==> config.mk <==
export PLATFORM = sky130hd
export DESIGN_NAME = led_strip_meteor_serializer_top_flat
export DESIGN_NICKNAME = d
export VERILOG_FILES = /design/src/rtl/core/lsms_pkg.sv /design/src/rtl/core/lsms_if.sv /design/src/rtl/core/lsms_front.sv /design/src/rtl/core/lsms_queue.sv /design/src/rtl/core/lsms_back.sv /design/src/rtl/core/led_strip_meteor_serializer_top.sv /design/src/flat_wrapper.sv
export VERILOG_INCLUDE_DIRS = /design/src /design/src/rtl/core
export SDC_FILE = /design/constraint.sdc
export NUM_CORES = 1
export LEC_CHECK = 0
export BUFFER_PORTS_ARGS = -buffer_cell sky130_fd_sc_hd__buf_4
export CAP_MARGIN = 20
export CELL_PAD_IN_SITES_DETAIL_PLACEMENT = 0
export CELL_PAD_IN_SITES_GLOBAL_PLACEMENT = 2
export CORE_MARGIN = 4
export CORE_UTILIZATION = 35
export CTS_BUF_LIST = sky130_fd_sc_hd__clkbuf_16
export CTS_CLUSTER_DIAMETER = 30
export DETAILED_ROUTE_END_ITERATION = 10
export GPL_ROUTABILITY_DRIVEN = 0
export PLACE_DENSITY_LB_ADDON = 0.1
export SLEW_MARGIN = 20
export SYNTH_ARGS = -nofsm -noshare
export SYNTH_HDL_FRONTEND = slang
export SYNTH_SLANG_ARGS = --single-unit
==> constraint.sdc <==
create_clock -name clock -period 4.7 [get_ports clock]
set_clock_uncertainty 0.1 [all_clocks]
set_input_delay 0.94 -clock clock [delete_from_list [all_inputs] [get_ports clock]]
set_output_delay 0.94 -clock clock [all_outputs]
set_load 0.02 [all_outputs]
==> src/rtl/core/led_strip_meteor_serializer_top_assert.svh <==
// Assertion macros for the LED strip meteor serializer
`ifndef LED_STRIP_METEOR_SERIALIZER_TOP_ASSERT_SVH
`define LED_STRIP_METEOR_SERIALIZER_TOP_ASSERT_SVH

// Check a consequence in the same cycle as its antecedent
`define LSMS_ASSERT_NOW(label, clk, rst, ante, cons) \
   label: assert property (@(posedge clk) disable iff (rst) (ante) |-> (cons)) \
      else $error("lsms: same-cycle check failed");

// Check a consequence in the cycle after its antecedent
`define LSMS_ASSERT_NEXT(label, clk, rst, ante, cons) \
   label: assert property (@(posedge clk) disable iff (rst) (ante) |=> (cons)) \
      else $error("lsms: next-cycle check failed");

`endif

==> src/rtl/core/lsms_pkg.sv <==
// Shared types and constants of the LED strip meteor serializer
package lsms_pkg;

   localparam int CSR_IDX_W  = 3;
   localparam int CSR_DATA_W = 8;

   // register indexes
   localparam logic [CSR_IDX_W-1:0] CSR_MODE      = 3'd0;
   localparam logic [CSR_IDX_W-1:0] CSR_RED       = 3'd1;
   localparam logic [CSR_IDX_W-1:0] CSR_GREEN     = 3'd2;
   localparam logic [CSR_IDX_W-1:0] CSR_BLUE      = 3'd3;
   localparam logic [CSR_IDX_W-1:0] CSR_ZERO_HIGH = 3'd4;
   localparam logic [CSR_IDX_W-1:0] CSR_ZERO_LOW  = 3'd5;
   localparam logic [CSR_IDX_W-1:0] CSR_ONE_HIGH  = 3'd6;
   localparam logic [CSR_IDX_W-1:0] CSR_ONE_LOW   = 3'd7;

   // effect modes
   localparam logic [1:0] MODE_OFF    = 2'd0;
   localparam logic [1:0] MODE_BLINK  = 2'd1;
   localparam logic [1:0] MODE_METEOR = 2'd2;

   localparam logic [1:0] MODE_RESET = MODE_METEOR;
   localparam logic [5:0] ZERO_HIGH_RESET = 6'd4;
   localparam logic [5:0] ZERO_LOW_RESET  = 6'd9;
   localparam logic [5:0] ONE_HIGH_RESET  = 6'd8;
   localparam logic [5:0] ONE_LOW_RESET   = 6'd5;

   localparam int BITS_PER_LED = 24;
   localparam int BIT_CNT_W    = 5;

   // effect settings; the quotients are colour divided by the tail length
   typedef struct packed {
      logic [1:0] mode;
      logic [7:0] red;
      logic [7:0] green;
      logic [7:0] blue;
      logic [7:0] red_quot;
      logic [7:0] green_quot;
      logic [7:0] blue_quot;
   } lsms_effect_type;

   // line code timing
   typedef struct packed {
      logic [5:0] zero_high;
      logic [5:0] zero_low;
      logic [5:0] one_high;
      logic [5:0] one_low;
   } lsms_slots_type;

   // one LED worth of work: colour in send order and the last-LED flag
   typedef struct packed {
      logic [BITS_PER_LED-1:0] grb;
      logic                    last_led;
   } lsms_entry_type;

endpackage

==> src/rtl/core/lsms_if.sv <==
// Handshake channel interfaces of the LED strip meteor serializer
interface lsms_req_if;
   logic       valid;
   logic       ready;
   logic [7:0] bg_red;
   logic [7:0] bg_green;
   logic [7:0] bg_blue;

   modport source (output valid, output bg_red, output bg_green, output bg_blue,
                   input ready);
   modport sink   (input valid, input bg_red, input bg_green, input bg_blue,
                   output ready);
endinterface

interface lsms_rsp_if;
   logic       valid;
   logic       ready;
   logic       bit_value;
   logic [5:0] high_slots;
   logic [5:0] low_slots;
   logic       last_bit;
   logic       frame_end;

   modport source (output valid, output bit_value, output high_slots, output low_slots,
                   output last_bit, output frame_end, input ready);
   modport sink   (input valid, input bit_value, input high_slots, input low_slots,
                   input last_bit, input frame_end, output ready);
endinterface

==> src/rtl/core/lsms_front.sv <==
// Front end: accepts LED items, picks the colour and tracks frame position
module lsms_front #(
   parameter int LED_COUNT   = 64,
   parameter int TAIL_LENGTH = 8
) (
   input  logic                     clock,
   input  logic                     reset,
   lsms_req_if.sink                 req_chan,
   input  lsms_pkg::lsms_effect_type effect,
   output logic                     push_valid,
   input  logic                     push_ready,
   output lsms_pkg::lsms_entry_type  push_data
);
   import lsms_pkg::*;

   localparam int SPAN = LED_COUNT + TAIL_LENGTH - 1;
   localparam int LW   = (LED_COUNT > 1) ? $clog2(LED_COUNT) : 1;
   localparam int HW   = (SPAN > 1) ? $clog2(SPAN) : 1;
   localparam int DW   = (TAIL_LENGTH > 1) ? $clog2(TAIL_LENGTH) : 1;
   localparam int CW   = ((LW > HW) ? LW : HW) + 1;

   logic [LW-1:0] led_pos_ff, led_pos_in;
   logic [HW-1:0] head_ff, head_in;
   logic          phase_ff, phase_in;

   logic          accept;
   logic          active;
   logic          last_led;
   logic          in_tail;
   logic [CW-1:0] pos_ext;
   logic [CW-1:0] head_ext;
   logic [CW-1:0] lag;
   logic [DW-1:0] lag_d;
   logic [7:0]    send_red, send_green, send_blue;

   // c - d * (c / tail), with the quotient already held in the effect settings
   function automatic logic [7:0] dim_channel(input logic [7:0] c, input logic [7:0] quot,
                                              input logic [DW-1:0] d);
      logic [DW+7:0] prod;
      prod = (DW+8)'(d) * (DW+8)'(quot);
      return c - prod[7:0];
   endfunction

   assign req_chan.ready = push_ready;
   assign accept = req_chan.valid && push_ready;
   assign active = (effect.mode == MODE_BLINK) || (effect.mode == MODE_METEOR);

   // classify the slot against the meteor tail
   assign pos_ext  = CW'(led_pos_ff);
   assign head_ext = CW'(head_ff);
   assign lag      = head_ext - pos_ext;
   assign lag_d    = lag[DW-1:0];
   assign in_tail  = (pos_ext <= head_ext) && (lag <= CW'(TAIL_LENGTH - 1));
   assign last_led = (led_pos_ff == LW'(LED_COUNT - 1));

   // choose the colour to send
   always_comb begin
      if (effect.mode == MODE_BLINK) begin
         send_red   = phase_ff ? effect.red   : 8'd0;
         send_green = phase_ff ? effect.green : 8'd0;
         send_blue  = phase_ff ? effect.blue  : 8'd0;
      end else if (in_tail) begin
         send_red   = dim_channel(effect.red,   effect.red_quot,   lag_d);
         send_green = dim_channel(effect.green, effect.green_quot, lag_d);
         send_blue  = dim_channel(effect.blue,  effect.blue_quot,  lag_d);
      end else begin
         send_red   = req_chan.bg_red;
         send_green = req_chan.bg_green;
         send_blue  = req_chan.bg_blue;
      end
   end

   assign push_valid         = req_chan.valid && active;
   assign push_data.grb      = {send_green, send_red, send_blue};
   assign push_data.last_led = last_led;

   // advance position, then head or blink phase at the end of a frame
   always_comb begin
      led_pos_in = led_pos_ff;
      head_in    = head_ff;
      phase_in   = phase_ff;
      if (accept && active) begin
         if (last_led) begin
            led_pos_in = '0;
            if (effect.mode == MODE_METEOR) begin
               head_in = (head_ff == HW'(SPAN - 1)) ? '0 : head_ff + 1'b1;
            end else begin
               phase_in = ~phase_ff;
            end
         end else begin
            led_pos_in = led_pos_ff + 1'b1;
         end
      end
   end

   always_ff @(posedge clock) begin
      if (reset) begin
         led_pos_ff <= '0;
         head_ff    <= '0;
         phase_ff   <= 1'b0;
      end else begin
         led_pos_ff <= led_pos_in;
         head_ff    <= head_in;
         phase_ff   <= phase_in;
      end
   end

endmodule

==> src/rtl/core/lsms_queue.sv <==
// Two-entry queue between the front end and the bit serializer
module lsms_queue (
   input  logic                    clock,
   input  logic                    reset,
   input  logic                    push_valid,
   output logic                    push_ready,
   input  lsms_pkg::lsms_entry_type push_data,
   output logic                    pop_valid,
   input  logic                    pop_ready,
   output lsms_pkg::lsms_entry_type pop_data
);
   import lsms_pkg::*;

   lsms_entry_type entry_ff [2];
   logic           wr_ptr_ff, wr_ptr_in;
   logic           rd_ptr_ff, rd_ptr_in;
   logic [1:0]     count_ff, count_in;
   logic           push;
   logic           pop;

   assign push_ready = (count_ff != 2'd2);
   assign pop_valid  = (count_ff != 2'd0);
   assign pop_data   = entry_ff[rd_ptr_ff];
   assign push       = push_valid && push_ready;
   assign pop        = pop_valid && pop_ready;

   // move pointers and occupancy
   always_comb begin
      wr_ptr_in = push ? ~wr_ptr_ff : wr_ptr_ff;
      rd_ptr_in = pop  ? ~rd_ptr_ff : rd_ptr_ff;
      count_in  = count_ff;
      if (push && !pop) begin
         count_in = count_ff + 2'd1;
      end else if (pop && !push) begin
         count_in = count_ff - 2'd1;
      end
   end

   always_ff @(posedge clock) begin
      if (reset) begin
         wr_ptr_ff <= 1'b0;
         rd_ptr_ff <= 1'b0;
         count_ff  <= 2'd0;
      end else begin
         wr_ptr_ff <= wr_ptr_in;
         rd_ptr_ff <= rd_ptr_in;
         count_ff  <= count_in;
      end
   end

   // store entries
   always_ff @(posedge clock) begin
      if (push) begin
         entry_ff[wr_ptr_ff] <= push_data;
      end
   end

endmodule

==> src/rtl/core/lsms_back.sv <==
// Back end: serializes one queued LED into 24 pulse transactions
module lsms_back (
   input  logic                    clock,
   input  logic                    reset,
   input  logic                    pop_valid,
   output logic                    pop_ready,
   input  lsms_pkg::lsms_entry_type pop_data,
   input  lsms_pkg::lsms_slots_type slots,
   lsms_rsp_if.source               rsp_chan
);
   import lsms_pkg::*;

   logic [BIT_CNT_W-1:0] bit_cnt_ff, bit_cnt_in;
   logic                 valid_ff, valid_in;
   logic                 bit_ff, bit_in;
   logic [5:0]           high_ff, high_in;
   logic [5:0]           low_ff, low_in;
   logic                 last_ff, last_in;
   logic                 frame_end_ff, frame_end_in;
   logic                 load;
   logic                 last_of_led;

   // load a new pulse when the output register is free or being taken
   assign load        = pop_valid && (!valid_ff || rsp_chan.ready);
   assign last_of_led = (bit_cnt_ff == BIT_CNT_W'(BITS_PER_LED - 1));
   assign pop_ready   = load && last_of_led;

   always_comb begin
      bit_cnt_in   = bit_cnt_ff;
      valid_in     = valid_ff && !rsp_chan.ready;
      bit_in       = bit_ff;
      high_in      = high_ff;
      low_in       = low_ff;
      last_in      = last_ff;
      frame_end_in = frame_end_ff;
      if (load) begin
         valid_in     = 1'b1;
         bit_in       = pop_data.grb[BIT_CNT_W'(BITS_PER_LED - 1) - bit_cnt_ff];
         high_in      = bit_in ? slots.one_high : slots.zero_high;
         low_in       = bit_in ? slots.one_low  : slots.zero_low;
         last_in      = last_of_led;
         frame_end_in = last_of_led && pop_data.last_led;
         bit_cnt_in   = last_of_led ? '0 : bit_cnt_ff + 1'b1;
      end
   end

   always_ff @(posedge clock) begin
      if (reset) begin
         bit_cnt_ff <= '0;
         valid_ff   <= 1'b0;
      end else begin
         bit_cnt_ff <= bit_cnt_in;
         valid_ff   <= valid_in;
      end
   end

   // hold the pulse payload
   always_ff @(posedge clock) begin
      bit_ff       <= bit_in;
      high_ff      <= high_in;
      low_ff       <= low_in;
      last_ff      <= last_in;
      frame_end_ff <= frame_end_in;
   end

   assign rsp_chan.valid      = valid_ff;
   assign rsp_chan.bit_value  = bit_ff;
   assign rsp_chan.high_slots = high_ff;
   assign rsp_chan.low_slots  = low_ff;
   assign rsp_chan.last_bit   = last_ff;
   assign rsp_chan.frame_end  = frame_end_ff;

endmodule

==> src/rtl/core/led_strip_meteor_serializer_top.sv <==
// Top level of the LED strip meteor serializer: settings registers and channel wiring
// Usage:
//  req_chan takes one transaction per LED slot carrying its background colour.
//  rsp_chan gives 24 pulse transactions per LED, green, red, blue, MSB first,
//  each with the bit and its high and low slot counts; last_bit marks the
//  24th pulse of an LED and frame_end that of the last LED of the frame.
//  In off mode (or the unused mode code) a request is taken and dropped.
//  csr_wr_en / csr_index / csr_wdata write the settings; write only when idle.
// Timing:
//  With the serializer idle, a request taken is written into a queue entry
//  and the first pulse of its LED then into the output register.
//  The serializer emits one pulse per cycle while rsp_chan is ready, and
//  the front end computes the colour in the accepting cycle; a two-entry queue
//  lets it take the next requests while the serializer is busy.
// Reset and stalls:
//  Synchronous reset clears position, head, blink phase, queue and output
//  register and restores the setting defaults (meteor mode, black colour).
//  When rsp_chan stalls the pulse output holds, the queue fills and
//  req_chan.ready drops once both queue entries are occupied.
`include "led_strip_meteor_serializer_top_assert.svh"

module led_strip_meteor_serializer_top #(
   parameter int LED_COUNT   = 64,
   parameter int TAIL_LENGTH = 8
) (
   input  logic                               clock,
   input  logic                               reset,
   lsms_req_if.sink                           req_chan,
   lsms_rsp_if.source                         rsp_chan,
   input  logic                               csr_wr_en,
   input  logic [lsms_pkg::CSR_IDX_W-1:0]     csr_index,
   input  logic [lsms_pkg::CSR_DATA_W-1:0]    csr_wdata
);
   import lsms_pkg::*;

   // reciprocal of the tail length, exact floor for any 8-bit colour
   localparam int          RECIP_SHIFT = 16;
   localparam logic [16:0] RECIP = 17'(((1 << RECIP_SHIFT) + TAIL_LENGTH - 1) / TAIL_LENGTH);

   lsms_effect_type effect_ff, effect_in;
   lsms_slots_type  slots_ff, slots_in;

   logic [24:0]     quot_prod;
   logic [7:0]      wdata_quot;

   logic            push_valid;
   logic            push_ready;
   lsms_entry_type  push_data;
   logic            pop_valid;
   logic            pop_ready;
   lsms_entry_type  pop_data;

   // divide the written colour by the tail length
   assign quot_prod  = 25'(csr_wdata) * 25'(RECIP);
   assign wdata_quot = quot_prod[RECIP_SHIFT +: 8];

   // decode settings writes
   always_comb begin
      effect_in = effect_ff;
      slots_in  = slots_ff;
      if (csr_wr_en) begin
         case (csr_index)
            CSR_MODE: begin
               effect_in.mode = csr_wdata[1:0];
            end
            CSR_RED: begin
               effect_in.red      = csr_wdata;
               effect_in.red_quot = wdata_quot;
            end
            CSR_GREEN: begin
               effect_in.green      = csr_wdata;
               effect_in.green_quot = wdata_quot;
            end
            CSR_BLUE: begin
               effect_in.blue      = csr_wdata;
               effect_in.blue_quot = wdata_quot;
            end
            CSR_ZERO_HIGH: slots_in.zero_high = csr_wdata[5:0];
            CSR_ZERO_LOW:  slots_in.zero_low  = csr_wdata[5:0];
            CSR_ONE_HIGH:  slots_in.one_high  = csr_wdata[5:0];
            CSR_ONE_LOW:   slots_in.one_low   = csr_wdata[5:0];
            default: begin
            end
         endcase
      end
   end

   always_ff @(posedge clock) begin
      if (reset) begin
         effect_ff.mode       <= MODE_RESET;
         effect_ff.red        <= 8'd0;
         effect_ff.green      <= 8'd0;
         effect_ff.blue       <= 8'd0;
         effect_ff.red_quot   <= 8'd0;
         effect_ff.green_quot <= 8'd0;
         effect_ff.blue_quot  <= 8'd0;
         slots_ff.zero_high   <= ZERO_HIGH_RESET;
         slots_ff.zero_low    <= ZERO_LOW_RESET;
         slots_ff.one_high    <= ONE_HIGH_RESET;
         slots_ff.one_low     <= ONE_LOW_RESET;
      end else begin
         effect_ff <= effect_in;
         slots_ff  <= slots_in;
      end
   end

   lsms_front #(
      .LED_COUNT   (LED_COUNT),
      .TAIL_LENGTH (TAIL_LENGTH)
   ) u_front (
      .clock      (clock),
      .reset      (reset),
      .req_chan   (req_chan),
      .effect     (effect_ff),
      .push_valid (push_valid),
      .push_ready (push_ready),
      .push_data  (push_data)
   );

   lsms_queue u_queue (
      .clock      (clock),
      .reset      (reset),
      .push_valid (push_valid),
      .push_ready (push_ready),
      .push_data  (push_data),
      .pop_valid  (pop_valid),
      .pop_ready  (pop_ready),
      .pop_data   (pop_data)
   );

   lsms_back u_back (
      .clock     (clock),
      .reset     (reset),
      .pop_valid (pop_valid),
      .pop_ready (pop_ready),
      .pop_data  (pop_data),
      .slots     (slots_ff),
      .rsp_chan  (rsp_chan)
   );

   // frame end only ever falls on the closing pulse of an LED
   `LSMS_ASSERT_NOW(a_frame_end_last, clock, reset, rsp_chan.valid && rsp_chan.frame_end, rsp_chan.last_bit)
   // slot counts follow the bit sent
   `LSMS_ASSERT_NOW(a_slots_match, clock, reset, rsp_chan.valid && !csr_wr_en && !$past(csr_wr_en), rsp_chan.high_slots == (rsp_chan.bit_value ? slots_ff.one_high : slots_ff.zero_high))
   // a request taken in an active mode leaves work queued
   `LSMS_ASSERT_NEXT(a_push_queues, clock, reset, push_valid && push_ready, pop_valid)

endmodule

==> src/flat_wrapper.sv <==
// flat-port wrapper written by rule: the top's interface ports become plain ports
module led_strip_meteor_serializer_top_flat import lsms_pkg::*;
#(
   parameter int LED_COUNT   = 64,
   parameter int TAIL_LENGTH = 8
)
  (clock, reset, csr_wr_en, csr_index, csr_wdata, req_chan_valid, req_chan_bg_red, req_chan_bg_green, req_chan_bg_blue, req_chan_ready, rsp_chan_valid, rsp_chan_bit_value, rsp_chan_high_slots, rsp_chan_low_slots, rsp_chan_last_bit, rsp_chan_frame_end, rsp_chan_ready);
  lsms_req_if req_chan_i ();
  lsms_rsp_if rsp_chan_i ();
  input  logic clock;
  input  logic reset;
  input  logic csr_wr_en;
  input  logic [lsms_pkg::CSR_IDX_W-1:0] csr_index;
  input  logic [lsms_pkg::CSR_DATA_W-1:0] csr_wdata;
  input wire logic [$bits(req_chan_i.valid)-1:0] req_chan_valid;
  input wire logic [$bits(req_chan_i.bg_red)-1:0] req_chan_bg_red;
  input wire logic [$bits(req_chan_i.bg_green)-1:0] req_chan_bg_green;
  input wire logic [$bits(req_chan_i.bg_blue)-1:0] req_chan_bg_blue;
  output wire logic [$bits(req_chan_i.ready)-1:0] req_chan_ready;
  output wire logic [$bits(rsp_chan_i.valid)-1:0] rsp_chan_valid;
  output wire logic [$bits(rsp_chan_i.bit_value)-1:0] rsp_chan_bit_value;
  output wire logic [$bits(rsp_chan_i.high_slots)-1:0] rsp_chan_high_slots;
  output wire logic [$bits(rsp_chan_i.low_slots)-1:0] rsp_chan_low_slots;
  output wire logic [$bits(rsp_chan_i.last_bit)-1:0] rsp_chan_last_bit;
  output wire logic [$bits(rsp_chan_i.frame_end)-1:0] rsp_chan_frame_end;
  input wire logic [$bits(rsp_chan_i.ready)-1:0] rsp_chan_ready;
  assign req_chan_i.valid = req_chan_valid;
  assign req_chan_i.bg_red = req_chan_bg_red;
  assign req_chan_i.bg_green = req_chan_bg_green;
  assign req_chan_i.bg_blue = req_chan_bg_blue;
  assign req_chan_ready = req_chan_i.ready;
  assign rsp_chan_valid = rsp_chan_i.valid;
  assign rsp_chan_bit_value = rsp_chan_i.bit_value;
  assign rsp_chan_high_slots = rsp_chan_i.high_slots;
  assign rsp_chan_low_slots = rsp_chan_i.low_slots;
  assign rsp_chan_last_bit = rsp_chan_i.last_bit;
  assign rsp_chan_frame_end = rsp_chan_i.frame_end;
  assign rsp_chan_i.ready = rsp_chan_ready;
  led_strip_meteor_serializer_top #(.LED_COUNT(LED_COUNT), .TAIL_LENGTH(TAIL_LENGTH)) u_core (.clock(clock), .reset(reset), .req_chan(req_chan_i), .rsp_chan(rsp_chan_i), .csr_wr_en(csr_wr_en), .csr_index(csr_index), .csr_wdata(csr_wdata));
endmodule
==> impl_metrics.tcl <==
set metrics [dict create \
    status "finished, final reports clean" \
    hp-class "flip-flop to flip-flop" \
    netlist_instances 824 \
    p_int_uw 2486 \
    firstDrtPassIters 5 \
    cts_tree "done" \
    routed_wl_mm 21.73 \
    worst_hold_startpoint "u_core.slots_ff[3]$_SDFFE_PP0P_" \
    dp_cells 1171 \
    cp_top_family "adder cells" \
    syn_avg_cell_area_um2 9.896 \
    die_w_um 160.6 \
    syn-num-nets 933 \
    ioPinCount 57 \
    grt_pass1_wl_mm 34.63 \
    finalCritPeriodShare_pct 93.59 \
    grt-ovfl-total 0 \
    ff2ff_setup_slack_ns 0.30 \
    critPathLaunchType "flip-flop" \
    yosys.area.top_type_share_pct 23.94 \
    grt_usage_pct 17.26 \
    cts_sinks 140 \
    yosysSeqAreaShare_pct 42.35 \
    cp_common_cell "inv_1" \
    antenna_found_initial 0 \
    yosys_most_used_dff "dfxtp_1" \
    drt-vias-per-instance 4.992 \
    clk_latency_ns 0.43 \
    rows 55 \
    peakVddDrop_mv 0.1756 \
    setup-violations-final 0 \
    ys_seq_elements 140 \
    rsz0062_at_grt "false" \
    cts_max_level 4 \
    p_sw_share_pct 29.59 \
    worst_r2r_startpoint "u_core.u_front.head_ff[0]$_SDFFE_PP0P_" \
    syn_area_um2 8154 \
    power_frac_comb_pct 21.2 \
    chipHeight_um 160.6 \
    relSlewSlack_pct 33.50 \
    yosys.area.top_type "edfxtp_1" \
    rr_endpoint "u_core.u_queue.entry_ff[0][6]$_DFFE_PP_" \
    numCtsBuffers 17 \
    antennaDiodeCount 0 \
    cp_max_fo 15 \
    holdPathStages 2 \
    crit_path_end_kind "flip-flop" \
    drt_iter0_markers 301 \
    drc 0 \
    worst_path_max_delay_cell "fa_1" \
    clk_pin_slew_worst_paths_ns 0.07 \
    drt-wirelength-per-cell_um 18.06 \
    synth_edf_count 65 \
    ys_warn_count 0 \
    die_area_um2 25800 \
    port_buffers 56 \
    area_delta_synth_final_pct 15.88 \
    tns_ns 0 \
    pwr-share-seq_pct 42.7 \
    synth_cell_types 51 \
    whs_ns 0.3550 \
    async_reset_ff_share_pct 0 \
    nNetsFinal 986 \
    fin_util_pct 41.48 \
    ys_top_cells_by_count "nand2_1 (98), dfxtp_1 (75), inv_1 (73)" \
    finalHoldViolCount 0 \
    num_vias 6005 \
    synth.most_common_cell "nand2_1" \
    dp_hpwl_mm 16.08 \
    clock_path_buffers 2 \
    powerDensity_nw_per_um2 373.6 \
    post_dp_cell_area_um2 8899 \
    rr_worst_depth 17 \
    instances_no_fill 1203 \
    slew_viol_final 0 \
    power.net_switching_uw 1045 \
    first_global_vias 6088 \
    fin_crit_ns 4.399 \
    ant_nets 0 \
    drive_above_1_share_pct 14.27 \
    critPathBufInv 4 \
    core-area_um2 22780 \
    crit_chain "inv_1, ha_1, inv_1, fa_2, xor2_1, buf_4, and2_1, fa_1, fa_1, inv_1, ha_1, nand2_1, o21ai_0, a211oi_1, xnor2_1, nand2_1, a31oi_1" \
    worstMarginPinSlew_ns 0.9975 \
    root_buffer "clkbuf_16" \
    power_leakage_uw 0.003653 \
    grt_max_degree 64 \
    crit_arrival_ns 4.48 \
    maxCapViolations 0 \
    design_area_um2 9449 \
    slowest_delay_ns 0.52 \
    worstHoldEndpoint "u_core.slots_ff[3]$_SDFFE_PP0P_" \
    p_clk_share_pct 36.1 \
    synthTopCellsByArea "edfxtp_1 (24%), dfxtp_1 (18%), ha_1 (6.8%), fa_1 (6.1%), mux2i_1 (4.8%)" \
    required_ns 4.78 \
    max_freq_mhz 227.3 \
    critical_path_class "flip-flop to flip-flop" \
    initial_utilization_pct 35.80 \
]
==> per-stage QoR <==
step,power [uW],setup slack (ns)
floorplan,2020,0.7019
global placement,2274,0.3311
detailed placement,2289,0.2225
CTS,3574,0.1816
global route,3700,0.02720
finish,3531,0.3014
==> logic make-up (layout without fill, tap and decap cells) <==
group                    count (synthesis)  count (layout)  share of synthesized area [%]
AND/OR/NAND/NOR                        274             274                          15.84
multiplexers                            63              63                          9.483
buffers and inverters                  108             174                          5.324
AO/OA/AOI/OAI                          129             129                          9.713
XOR/XNOR                                41              41                          4.404
flip-flops                             140             140                          42.35
adder cells (fa/ha/maj)                 69              69                          12.89
==> how the worst max path moves through the flow <==
stage,start,end,slack (ns),depth (start not counted)
after global placement,u_core.u_front.head_ff[0]$_SDFFE_PP0P_,u_core.u_queue.entry_ff[1][6]$_DFFE_PP_,0.33,15
final,u_core.u_front.head_ff[0]$_SDFFE_PP0P_,u_core.u_queue.entry_ff[0][6]$_DFFE_PP_,0.30,17
after CTS,u_core.u_front.head_ff[0]$_SDFFE_PP0P_,u_core.u_queue.entry_ff[1][8]$_DFFE_PP_,0.18,15
after global routing,u_core.u_front.head_ff[0]$_SDFFE_PP0P_,u_core.u_queue.entry_ff[0][16]$_DFFE_PP_,0.03,17
after detailed placement,u_core.u_front.head_ff[0]$_SDFFE_PP0P_,u_core.u_queue.entry_ff[0][16]$_DFFE_PP_,0.22,15
after floorplan,u_core.u_front.head_ff[0]$_SDFFE_PP0P_,u_core.u_queue.entry_ff[0][22]$_DFFE_PP_,0.70,17
==> state kept, by name, indices dropped and copies added, names as in the netlist, 2 cells and up, named ones only <==
name,cells
u_core.effect_ff,26
u_core.slots_ff,24
u_core.u_back.bit_cnt_ff,5
u_core.u_back.rsp_chan.high_slots,6
u_core.u_back.rsp_chan.low_slots,6
u_core.u_front.head_ff,7
u_core.u_front.led_pos_ff,6
u_core.u_queue.count_ff,2
u_core.u_queue.entry_ff,50
==> placed cells by master, fill, tap and decap left out, drive strengths merged, types with 8 or more instances in the layout <==
cell,instances
nand2,98
inv,79
dfxtp,75
buf,67
edfxtp,65
a21oi,58
nor2,58
ha,44
mux2i,39
and2,33
fa,25
o21ai,23
xor2,21
nor2b,20
xnor2,20
nand3,19
clkbuf,17
mux2,15
nor3,13
a31oi,10
nand4,9
mux4,9
clkinv,8
==> final cells by class <==
| cell class | count | area (um^2) |
|---|---|---|
| Tap cell | 313 | 391.6 |
| Clock inverter | 15 | 122.6 |
| Fill cell | 2280 | 13330 |
| Inverter | 75 | 281.5 |
| Multi-Input combinational cell | 576 | 4272 |
| Sequential cell | 140 | 3453 |
| Timing Repair Buffer | 67 | 503.0 |
| Clock buffer | 17 | 425.4 |
==> per-layer routing <==
| metal | up-vias | GRT usage [%] | share of wire, % |
|---|---|---|---|
| li1 | 2947 | - | - |
| met1 | 2932 | 25.25 | 51 |
| met2 | 103 | 26.63 | 44 |
| met3 | 23 | 2.617 | 3.3 |
| met4 | 0 | 4.732 | 1.2 |
| met5 | - | 0 | 0 |
==> what timing repair did <==
item                                    4_1_cts  5_1_grt
endpoints found under the setup margin        0       10
gates resized for setup                       0        1
hold buffers                                  0        0
buffers inserted                              0        0
==> power by group through the flow <==
stage                     Clock [uW]  Combinational (uW)  Sequential [uW]
final                           1280                 747             1510
after global routing            1360                 824             1520
after CTS                       1310                 758             1510
after detailed placement           0                 754             1530
after global placement             0                 743             1530
after floorplan                    0                 477             1540
==> tightest hold or removal path: cells and delay by family, from the launching register on <==
family             cells  cell delay, ns
DFF                    1            0.31
and+or+nand+nor        1            0.05
AOI/OAI and AO/OA      1            0.05
No activity file was read; power rests on OpenSTA's default activity.
